--- src/hw/rtl/mmrc_pkg.sv ---
// mmrc_pkg: shared types, constants and codes for the modbus meter response checker
// no dependencies; used by every module of the block
package mmrc_pkg;

    localparam int FRAME_BYTES = 61;
    localparam int WORD_COUNT  = 13;
    localparam int COUNT_W     = 7;
    localparam int IDX_W       = 4;

    localparam logic [15:0] CRC_INIT = 16'hFFFF;
    localparam logic [15:0] CRC_POLY = 16'hA001;

    // word slots cleared by a timeout, length or crc failure
    localparam logic [WORD_COUNT-1:0] LIVE_MASK = 13'h0BD7;

    localparam logic [IDX_W-1:0] IDX_P1   = 4'd2;
    localparam logic [IDX_W-1:0] IDX_P2   = 4'd9;
    localparam logic [IDX_W-1:0] IDX_LAST = 4'd12;

    localparam logic OP_BYTE     = 1'b0;
    localparam logic OP_END      = 1'b1;
    localparam logic KIND_STATUS = 1'b0;
    localparam logic KIND_WORD   = 1'b1;

    typedef enum logic [2:0] {
        ST_OK      = 3'd0,
        ST_TIMEOUT = 3'd1,
        ST_LENGTH  = 3'd2,
        ST_CRC     = 3'd3,
        ST_ADDRESS = 3'd4
    } status_t;

    typedef enum logic [2:0] {
        S_IDLE,
        S_CRC,
        S_CMP,
        S_UPD,
        S_EMIT
    } state_t;

    typedef struct packed {
        logic       start;
        logic       clear;
        logic [7:0] data;
    } crc_ctl_t;

    typedef struct packed {
        logic       take;
        logic       clear;
        logic [7:0] data;
    } frame_ctl_t;

endpackage

--- src/hw/rtl/mmrc_frame.sv ---
// mmrc_frame: byte counter, frame header/trailer bytes and big-endian word assembly
// depends on mmrc_pkg
module mmrc_frame (
    input  logic                         clk,
    input  logic                         rst_n,
    input  mmrc_pkg::frame_ctl_t         ctl,
    input  logic [mmrc_pkg::IDX_W-1:0]   rd_idx,
    output logic [mmrc_pkg::COUNT_W-1:0] count,
    output logic [7:0]                   addr,
    output logic [7:0]                   sign1,
    output logic [7:0]                   sign2,
    output logic [15:0]                  crc_rx,
    output logic [31:0]                  rd_word
);

    logic [mmrc_pkg::COUNT_W-1:0] count_reg, count_next;
    logic [7:0]  addr_reg, sign1_reg, sign2_reg, crcl_reg, crch_reg;
    logic [7:0]  addr_next, sign1_next, sign2_next, crcl_next, crch_next;
    logic [31:0] words_reg [mmrc_pkg::WORD_COUNT];
    logic [mmrc_pkg::COUNT_W-1:0] off_a, off_b;
    logic [mmrc_pkg::IDX_W-1:0]   wr_idx;
    logic        wr_en;
    logic        room;

    always_comb
    begin
        count_next = count_reg;
        addr_next  = addr_reg;
        sign1_next = sign1_reg;
        sign2_next = sign2_reg;
        crcl_next  = crcl_reg;
        crch_next  = crch_reg;
        wr_en      = 1'b0;
        wr_idx     = '0;
        off_a      = count_reg - 7'd3;
        off_b      = count_reg - 7'd31;
        room       = (count_reg < 7'(mmrc_pkg::FRAME_BYTES));
        if (ctl.clear)
        begin
            count_next = '0;
            addr_next  = '0;
            sign1_next = '0;
            sign2_next = '0;
            crcl_next  = '0;
            crch_next  = '0;
        end
        else if (ctl.take && room)
        begin
            count_next = count_reg + 7'd1;
            if (count_reg == 7'd0)
            begin
                addr_next = ctl.data;
            end
            else if (count_reg >= 7'd3 && count_reg <= 7'd26)
            begin
                wr_en  = 1'b1;
                wr_idx = off_a[5:2];
            end
            else if (count_reg == 7'd27)
            begin
                sign1_next = ctl.data;
            end
            else if (count_reg == 7'd28)
            begin
                sign2_next = ctl.data;
            end
            else if (count_reg >= 7'd31 && count_reg <= 7'd58)
            begin
                wr_en  = 1'b1;
                wr_idx = 4'd6 + {1'b0, off_b[4:2]};
            end
            else if (count_reg == 7'(mmrc_pkg::FRAME_BYTES - 2))
            begin
                crcl_next = ctl.data;
            end
            else if (count_reg == 7'(mmrc_pkg::FRAME_BYTES - 1))
            begin
                crch_next = ctl.data;
            end
        end
    end

    always_ff @(posedge clk or negedge rst_n)
    begin
        if (!rst_n)
        begin
            count_reg <= '0;
            addr_reg  <= '0;
            sign1_reg <= '0;
            sign2_reg <= '0;
            crcl_reg  <= '0;
            crch_reg  <= '0;
        end
        else
        begin
            count_reg <= count_next;
            addr_reg  <= addr_next;
            sign1_reg <= sign1_next;
            sign2_reg <= sign2_next;
            crcl_reg  <= crcl_next;
            crch_reg  <= crch_next;
        end
    end

    // words shift in a byte at a time, most significant first
    always_ff @(posedge clk)
    begin
        if (wr_en)
        begin
            words_reg[wr_idx] <= {words_reg[wr_idx][23:0], ctl.data};
        end
    end

    assign count   = count_reg;
    assign addr    = addr_reg;
    assign sign1   = sign1_reg;
    assign sign2   = sign2_reg;
    assign crc_rx  = {crch_reg, crcl_reg};
    assign rd_word = words_reg[rd_idx];

endmodule

--- config.mk ---
export PLATFORM = sky130hd
export DESIGN_NAME = mmrc_frame
export DESIGN_NICKNAME = d
export VERILOG_FILES = /design/src/hw/rtl/mmrc_pkg.sv /design/src/hw/rtl/mmrc_frame.sv
export SDC_FILE = /design/constraint.sdc
export NUM_CORES = 1
export LEC_CHECK = 0
export BUFFER_PORTS_ARGS = -buffer_cell sky130_fd_sc_hd__buf_2
export CORE_MARGIN = 3
export CORE_UTILIZATION = 61
export DETAILED_ROUTE_END_ITERATION = 7
export PLACE_DENSITY = 0.78
export SLEW_MARGIN = 0
export SYNTH_ARGS = -nofsm -noshare
export SYNTH_HDL_FRONTEND = slang
export SYNTH_SLANG_ARGS = --single-unit
--- constraint.sdc ---
create_clock -name clk -period 5.4 [get_ports clk]
set_input_delay 1.08 -clock clk [delete_from_list [all_inputs] [get_ports clk]]
set_output_delay 1.08 -clock clk [all_outputs]
set_load 0.01 [all_outputs]
==> results of run 1 <==
[through the flow]
step	worst slack [ps]	area (um2)
finish	1110	23300
detailed placement	1140	21800
CTS	1160	23300
global placement	1130	21800
floorplan	1090	20500
global route	887	23300
[power breakdown]
| group | internal [mW] | switching [mW] | leakage (nW) |
|---|---|---|---|
| clock | 1.86 | 1.32 | 0.748 |
| combinational | 0.173 | 0.244 | 2.62 |
| sequential | 3.89 | 0.00995 | 4.39 |
[per-layer routing]
layer | share of wire (%) | track usage, % | vias up
met3 | 12 | 6.39 | 196
met2 | 49 | 50.0 | 1071
li1 | - | - | 5240
met4 | 4.5 | 13.3 | 0
met5 | 0 | 0 | -
met1 | 35 | 40.5 | 6473
[cells in the final DEF (no fill, tap or decap), drive strengths merged, types with 18 or more instances in the layout]
cell	instances
clkbuf	61
nor2	61
clkinv	18
o2bb2ai	24
dfrtp	47
o221ai	24
nor2b	20
a31oi	28
a22oi	48
nand2	20
mux4	113
edfxtp	416
a22o	24
a21oi	21
mux2i	48
a2111o	25
buf	163
a222oi	48
[kinds of logic (layout without fill, tap and decap cells)]
family,count (synthesis),count (layout),share of synthesized area [%]
muxes,161,161,14.8
AOI/OAI and AO/OA,284,284,11.5
xor gates and xnor gates,8,8,0.343
DFF,463,463,66.8
buffers and inverters,111,257,2.61
and+or+nand+nor,145,145,3.65
adders and majority gates,4,4,0.245
[layout make-up]
| class | count | area [um2] | share of cell area [%] |
|---|---|---|---|
| clock buffers | 61 | 1280 | 5.49 |
| multi-input cells | 602 | 6370 | 27.4 |
| inverters | 8 | 30.0 | 0.129 |
| clock inverters | 25 | 231 | 0.994 |
| repair buffers | 163 | 1150 | 4.92 |
| flip-flops and latches | 463 | 13700 | 58.7 |
| well taps | 442 | 553 | 2.38 |
[critical path: stages, from the launching register on]
cell	delay (ps)
dfrtp_1	600
ha_1	500
clkinv_1	420
a221oi_4	380
buf_4	640
a22o_1	270
a222oi_1	90
o221ai_1	980
[final timing paths]
check                      slack [ps]                          to                 start
max in group asynchronous        4060        sign2[6]$_DFFE_PN0P_                 rst_n
hold reg to reg                   500         addr[6]$_DFFE_PN0P_   addr[6]$_DFFE_PN0P_
min in group asynchronous         710     crch_reg[0]$_DFFE_PN0P_                 rst_n
hold / removal                    500         addr[6]$_DFFE_PN0P_   addr[6]$_DFFE_PN0P_
setup / recovery                 1110  words_reg[0][29]$_DFFE_PP_  count[1]$_DFFE_PN0P_
setup reg to reg                 1110  words_reg[0][29]$_DFFE_PP_  count[1]$_DFFE_PN0P_
==> flow_metrics.py, run 1 <==
metrics = {
    "synthesis": {
        "synth-edff-count": 416,
        "synth_most_common_cell": "edfxtp_1",
        "async_flop_share_pct": 10.2,
        "ys_seq_elements": 463,
        "synth-seq-area-share_pct": 66.8,
        "avgSynthCellArea_um2": 17.4,
        "syn_nets": 1196,
        "synth_top_area_share_pct": 61.1,
        "synth_area_leaders": "edfxtp_1 (61%), mux4_2 (12%), dfrtp_1 (5.8%)",
        "synthTopCellsByCount": "edfxtp_1 (416), mux4_2 (113), nor2_1 (57)",
        "yosys_warnings": 0,
        "syn-instance-count": 1176,
        "synth_top_area_cell": "edfxtp_1",
        "synth_flop_cell": "edfxtp_1",
        "synth_area_um2": 20500,
        "ys_types": 61,
    },
    "die": {
        "row_count": 66,
        "die_w_um": 189,
        "core_um2": 32800,
        "design.die.area_um2": 35800,
        "io_pins": 95,
        "initial_core_util_pct": 62.4,
        "die_h_um": 189,
    },
    "power": {
        "p_leak_nw": 7.75,
        "powerDensity_nw_per_um2": 322,
        "p_total_mw": 7.49,
        "ir_drop_uv": 281,
    },
    "drt": {
        "routed_wl_um": 54000,
        "viasPerCell": 7.36,
        "drt_first_pass_iters": 8,
        "wl_per_cell_um": 30.6,
        "drt_iter0_markers": 2102,
        "drcViolationCount": 5,
        "via_count": 13000,
        "postRouteAntennaNets": 0,
    },
    "timing": {
        "fin_crit_ps": 4290,
        "fmax_mhz": 233,
        "slew_violations": 0,
        "relSlewSlack_pct": 15.8,
        "whs_ps": 495,
        "finalSetupTns_ps": 0,
        "worst_slew_pin_slew_ps": 1260,
        "setup_viol": 0,
        "finClkSkew_ps": 16.4,
        "rsz0062_at_grt": "no",
        "period_share_pct": 79.5,
        "finalHoldViolations": 0,
    },
    "critical_path": {
        "critPathRequiredTime_ps": 5560,
        "ff2ff_path_depth": 7,
        "path_max_fanout": 49,
        "crit_arrival_ps": 4450,
        "worstSetupPathType": "register to register",
        "end_kind": "register",
        "cp-start-kind": "register",
    },
    "cts": {
        "htreeDepth": 2,
        "clock_path_buffers": 3,
        "cts.clk_slew.worst_paths_ps": 60,
        "post_cts_buffers": 0,
        "post_cts_resized": 0,
        "cts_buffers": 47,
        "cts_root_buf": "clkbuf_16",
        "cts.sinks": 463,
        "cts_hold_buffers": 0,
        "clock_latency_ps": 550,
        "cts_tree": "built",
    },
    "place": {
        "globalplace.congestion": 0.841,
        "dp_hpwl_um": 30700,
        "port_buffers": 94,
        "place_inst": 1678,
    },
    "layout": {
        "diodes": 0,
        "area_growth_pct": 13.8,
        "layout.cells.non_filler": 1764,
        "fin_util_pct": 71.0,
        "largest_reg_flops": 416,
        "fin_nets": 1305,
        "fillers": 2031,
        "drive_gt1_share_pct": 28.6,
    },
    "min_path": {
        "hold_depth": 2,
        "hold_path_class": "register to register",
    },
    "global_routing": {
        "grt_max_degree": 52,
        "antenna_found_initial": 0,
        "grt_usage_pct": 30.6,
        "overflow": 0,
        "grt_pass1_vias": 13300,
        "grt_pass1_wl_um": 82600,
    },
    "status": {
        "status": "complete, but fails checks",
        "violations": "design-rule violations",
    },
    "job": {
        "max-cap-violations": 0,
    },
}
(Power assumes the default switching activity.)
==> run 2: changes to the inputs <==
--- a/config.mk
+++ b/config.mk
@@ -7,9 +7,9 @@
 export LEC_CHECK = 0
 export BUFFER_PORTS_ARGS = -buffer_cell sky130_fd_sc_hd__buf_2
 export CORE_MARGIN = 3
-export CORE_UTILIZATION = 61
+export CORE_UTILIZATION = 56
 export DETAILED_ROUTE_END_ITERATION = 7
-export PLACE_DENSITY = 0.78
+export PLACE_DENSITY = 0.76
 export SLEW_MARGIN = 0
 export SYNTH_ARGS = -nofsm -noshare
 export SYNTH_HDL_FRONTEND = slang
==> constraint.sdc (replaced) <==
create_clock -name clk -period 3.82 [get_ports clk]
set_input_delay 0.764 -clock clk [delete_from_list [all_inputs] [get_ports clk]]
set_output_delay 0.764 -clock clk [all_outputs]
set_load 0.01 [all_outputs]
==> flow_metrics.py, run 2 (same netlist as run 1, synthesis figures left out) <==
metrics = {
    "status": {
        "status": "complete, but fails checks",
        "violations": "design-rule violations",
    },
    "layout": {
        "multi_input_area_um2": 6410,
        "fin_nets": 1332,
        "final_cell_mix": "edfxtp_1 (416), mux4_2 (113), buf_2 (91)",
        "finalInstanceArea_um2": 23800,
        "layout.cells.non_filler": 1812,
        "seqCellArea_um2": 13700,
        "area_growth_pct": 16.3,
        "fin_util_pct": 66.6,
        "largest_reg_flops": 416,
        "drive_gt1_share_pct": 30.1,
        "final_common_cell": "edfxtp_1",
        "fillers": 2362,
    },
    "drt": {
        "postRouteAntennaNets": 0,
        "drt_iter0_markers": 1702,
        "via_count": 13100,
        "drt_first_pass_iters": 8,
        "drcViolationCount": 2,
        "routed_wl_um": 54500,
        "viasPerCell": 7.22,
        "wl_per_cell_um": 30.1,
    },
    "die": {
        "design.die.area_um2": 38800,
        "core_um2": 35700,
        "initial_core_util_pct": 57.2,
        "die_h_um": 197,
        "row_count": 69,
        "die_w_um": 197,
        "io_pins": 95,
    },
    "job": {
        "max-cap-violations": 0,
    },
    "critical_path": {
        "cp-start-kind": "register",
        "end_kind": "register",
        "critPathRequiredTime_ps": 4060,
        "regToRegSetupSlack_ps": 210,
        "cpMostUsedCell": "buf_4",
        "worstSetupPathType": "register to register",
        "ff2ff_path_depth": 9,
        "crit_slowest_cell": "dfrtp_1",
        "crit_arrival_ps": 3860,
        "r2r-end": "words_reg[10][7]$_DFFE_PP_",
        "path_cells": "ha_2 > clkinv_1 > o221a_1 > nor4b_4 > buf_12 > buf_4 > inv_1 > nor2_4 > buf_4",
        "reg2reg_from": "count[1]$_DFFE_PN0P_",
        "critPathMaxStageDelay_ps": 600,
        "path_max_fanout": 28,
    },
    "timing": {
        "slew_violations": 0,
        "period_share_pct": 94.6,
        "worst_slew_pin_slew_ps": 1010,
        "setup_viol": 0,
        "rsz0062_at_grt": "no",
        "finClkSkew_ps": 23.5,
        "finalHoldViolations": 0,
        "fin_crit_ps": 3610,
        "relSlewSlack_pct": 32.5,
        "fmax_mhz": 277,
    },
    "power": {
        "powerDensity_nw_per_um2": 461,
        "ir_drop_uv": 353,
        "p_leak_nw": 7.99,
    },
    "cts": {
        "cts_root_buf": "clkbuf_16",
        "cts.sinks": 463,
        "cts_buffers": 47,
        "cts.clk_slew.worst_paths_ps": 60,
        "htreeDepth": 2,
        "cts_hold_buffers": 0,
        "post_cts_buffers": 0,
        "clock_latency_ps": 590,
        "cts_tree": "built",
        "clock_path_buffers": 3,
    },
    "global_routing": {
        "grt_pass1_wl_um": 82400,
        "grt_pass1_vias": 13600,
        "overflow": 0,
        "grt_max_degree": 50,
        "grt_usage_pct": 28.3,
        "antenna_found_initial": 0,
    },
    "place": {
        "port_buffers": 94,
        "globalplace.congestion": 0.901,
        "dp_hpwl_um": 31500,
        "placed_area_um2": 22100,
        "place_inst": 1724,
    },
    "min_path": {
        "hold_path_class": "input pin to async pin",
    },
}
-- run 2: critical path: cells and delay by family (launching register included) --
family / cells / cell delay, ps
compound gates: 1 / 260
fa+ha+maj: 1 / 410
buf+inv: 5 / 1440
flops: 1 / 600
simple gates: 2 / 520
-- run 2: power by group --
part / leakage, nW / total (mW) / internal, mW / switching [mW]
registers: 4.39 / 5.51 / 5.49 / 0.0146
logic: 2.81 / 0.621 / 0.265 / 0.355
clock network: 0.790 / 4.83 / 2.90 / 1.93
total: 7.99 / 11.0 / 8.66 / 2.30
-- run 2: area by class of cell --
class	instances	share of cell area, %
sequential	463	57.5
multi-input combinational	602	26.9
timing repair buffer	190	6.25
clock buffer	52	5.11
tap	461	2.42
clock inverter	35	1.69
inverter	8	0.126
antenna	1	0.0105
-- run 2: what timing repair did --
| item | 4_1_cts | 5_1_grt |
|---|---|---|
| resized for setup | 1 | 5 |
| endpoints found under the setup margin | 13 | 224 |
| gates cloned | 0 | 0 |
-- run 2: worst max path at each step --
stage / from / endpoint / slack, ps
2_1_floorplan: ctl[9] / words_reg[6][0]$_DFFE_PP_ / -170
3_3_place_gp: count[1]$_DFFE_PN0P_ / words_reg[0][31]$_DFFE_PP_ / 290
3_5_place_dp: count[1]$_DFFE_PN0P_ / words_reg[8][31]$_DFFE_PP_ / 10
4_1_cts: count[1]$_DFFE_PN0P_ / words_reg[11][27]$_DFFE_PP_ / 80
5_1_grt: count[0]$_DFFE_PN0P_ / words_reg[8][19]$_DFFE_PP_ / 10
6_report: count[1]$_DFFE_PN0P_ / words_reg[10][7]$_DFFE_PP_ / 210
-- run 2: per-layer routing --
| layer | routed length, um | global-route usage (%) |
|---|---|---|
| met5 | 0 | 0 |
| met4 | 1870 | 11.3 |
| met3 | 5930 | 5.42 |
| met2 | 26300 | 45.8 |
| met1 | 20300 | 38.7 |
-- run 2: metrics by stage --
| stage | hold slack (ps) | setup TNS (ps) | power [mW] | setup WS, ps |
|---|---|---|---|---|
| final | 349 | 0 | 11.0 | 207 |
| after global routing | 394 | 0 | 11.2 | 14.2 |
| after detailed placement | 477 | 0 | 6.23 | 9.63 |
| after global placement | 464 | 0 | 6.22 | 294 |
| after floorplan | 468 | -21920 | 5.99 | -170 |
| after CTS | 361 | 0 | 11.0 | 78.5 |
==> run 3: changes to the inputs <==
--- a/config.mk
+++ b/config.mk
@@ -7,9 +7,9 @@
 export LEC_CHECK = 0
 export BUFFER_PORTS_ARGS = -buffer_cell sky130_fd_sc_hd__buf_2
 export CORE_MARGIN = 3
-export CORE_UTILIZATION = 56
+export CORE_UTILIZATION = 35
 export DETAILED_ROUTE_END_ITERATION = 7
-export PLACE_DENSITY = 0.76
+export PLACE_DENSITY = 0.51
 export SLEW_MARGIN = 0
 export SYNTH_ARGS = -nofsm -noshare
 export SYNTH_HDL_FRONTEND = slang
==> constraint.sdc (replaced) <==
create_clock -name clk -period 3.82 [get_ports clk]
set_input_delay 0.764 -clock clk [delete_from_list [all_inputs] [get_ports clk]]
set_output_delay 0.764 -clock clk [all_outputs]
set_load 0.005 [all_outputs]
==> flow_metrics.py, run 3 (same netlist as run 1, synthesis figures left out) <==
metrics = {
    "layout": {
        "layout.cells.non_filler": 2146,
        "diodes": 0,
        "drive_gt1_share_pct": 32.1,
        "fin_nets": 1371,
        "largest_reg_flops": 416,
        "area_growth_pct": 20.3,
        "final_common_cell": "edfxtp_1",
        "final_cell_mix": "edfxtp_1 (416), mux4_2 (113), buf_4 (100)",
    },
    "cts": {
        "htreeDepth": 2,
        "cts_tree": "built",
        "post_cts_buffers": 0,
        "cts.sinks": 463,
        "clock_latency_ps": 590,
        "cts_buffers": 50,
        "clock_path_buffers": 3,
        "cts.clk_slew.worst_paths_ps": 60,
        "cts_root_buf": "clkbuf_16",
    },
    "power": {
        "powerDensity_nw_per_um2": 450,
        "p_comb_share_pct": 5.9,
        "ir_drop_uv": 327,
        "power_frac_seq_pct": 49.7,
        "p_leak_nw": 8.22,
        "pwr-share-clk_pct": 44.5,
        "swShare_pct": 21.4,
        "p_total_mw": 11.1,
        "p_switching_mw": 2.37,
        "p_int_mw": 8.70,
    },
    "global_routing": {
        "grt_usage_pct": 19.9,
        "overflow": 0,
        "grt_pass1_wl_um": 89300,
        "grt_max_degree": 50,
        "grt_pass1_vias": 13100,
        "antenna_found_initial": 0,
    },
    "drt": {
        "drcViolationCount": 8,
        "drt_first_pass_iters": 8,
        "viasPerCell": 5.95,
        "via_count": 12800,
        "routed_wl_um": 60900,
        "drt_iter0_markers": 1635,
        "postRouteAntennaNets": 0,
        "wl_per_cell_um": 28.4,
    },
    "die": {
        "io_pins": 95,
        "core_um2": 57100,
        "design.die.area_um2": 61400,
        "die_w_um": 248,
        "row_count": 87,
        "die_h_um": 248,
        "initial_core_util_pct": 35.8,
    },
    "place": {
        "globalplace.congestion": 0.819,
        "port_buffers": 94,
        "dp_hpwl_um": 36500,
        "place_inst": 2055,
    },
    "job": {
        "max-cap-violations": 0,
    },
    "critical_path": {
        "regToRegSetupSlack_ps": 330,
        "end_kind": "register",
        "cp-start-kind": "register",
        "crit_arrival_ps": 3730,
        "critPathRequiredTime_ps": 4060,
        "worstSetupPathType": "register to register",
        "path_max_fanout": 28,
    },
    "timing": {
        "finalHoldViolations": 0,
        "finalSetupTns_ps": 0,
        "finClkSkew_ps": 18.9,
        "setup_viol": 0,
        "relSlewSlack_pct": 26.9,
        "worst_slew_pin_slew_ps": 1100,
        "fmax_mhz": 287,
        "period_share_pct": 91.3,
        "fin_crit_ps": 3490,
        "rsz0062_at_grt": "no",
        "slew_violations": 0,
    },
    "min_path": {
        "hold_path_class": "input pin to async pin",
    },
    "status": {
        "status": "complete, but fails checks",
        "violations": "design-rule violations",
    },
}
run 3: changes by cell type in the layout (fill, tap and decap cells not counted), sizes merged:
cell,delta
buf,+36
clkbuf,+9
clkinv,-4
bufinv,-3
clkinvlp,+2
diode,-1
run 3: stage by stage:
step | utilization, % | instance area [um2] | hold slack [ps] | worst slack, ps
global placement | 40.1 | 22900 | 462 | 196
floorplan | - | 20500 | 468 | -170
finish | 43.1 | 24600 | 389 | 333
global route | 43.1 | 24600 | 404 | 79.2
CTS | 43.0 | 24600 | 382 | 271
detailed placement | 40.1 | 22900 | 470 | 142
run 3: power groups by stage:
stage / Clock, mW / Combinational [mW] / Sequential (mW)
floorplan: 0 / 0.367 / 5.61
global placement: 0 / 0.655 / 5.61
finish: 4.92 / 0.648 / 5.50
detailed placement: 0 / 0.657 / 5.61
global route: 5.24 / 0.698 / 5.50
CTS: 5.03 / 0.658 / 5.50
run 3: what timing repair did:
item | in CTS | in global routing
resized for setup | 0 | 2
hold endpoints to repair | 0 | 0
setup endpoints to repair | 0 | 26
hold buffers | 0 | 0
run 3: area by class of cell:
class | instances | area, um2
multi-input cells | 602 | 6400
well taps | 756 | 946
repair buffers | 226 | 1910
clock inverters | 30 | 304
clock buffers | 61 | 1360
inverters | 8 | 30.0
fillers | 5052 | 32500
flip-flops and latches | 463 | 13700
run 3: path summary, 6_finish.rpt:
check | from | endpoint | cells past startpoint
worst max-delay path | count[1]$_DFFE_PN0P_ | words_reg[5][21]$_DFFE_PP_ | 9
worst max register to register | count[1]$_DFFE_PN0P_ | words_reg[5][21]$_DFFE_PP_ | 9
max in group asynchronous | rst_n | sign1[0]$_DFFE_PN0P_ | 1
worst min-delay path | rst_n | crcl_reg[4]$_DFFE_PN0P_ | 1
min in group clk | ctl[8] | count[3]$_DFFE_PN0P_ | 2
worst min register to register | addr[3]$_DFFE_PN0P_ | addr[3]$_DFFE_PN0P_ | 2
run 3: per-layer routing:
layer  global-route usage (%)  share of wire [%]  vias up
li1                         -                  -     5384
met1                     26.9                 41     6666
met2                     33.0                 49      642
met3                     4.07                8.1       81
met4                     4.77                2.1        0
met5                        0                  0        -
run 3: worst max-delay path: stages, from the launching register on:
cell and delay [ps]:
dfrtp_1 480, ha_1 330, clkinv_1 330, o221a_1 270, nor4b_4 320, buf_12 270
buf_4 180, a222oi_1 70, o2bb2ai_1 140, o221ai_1 740
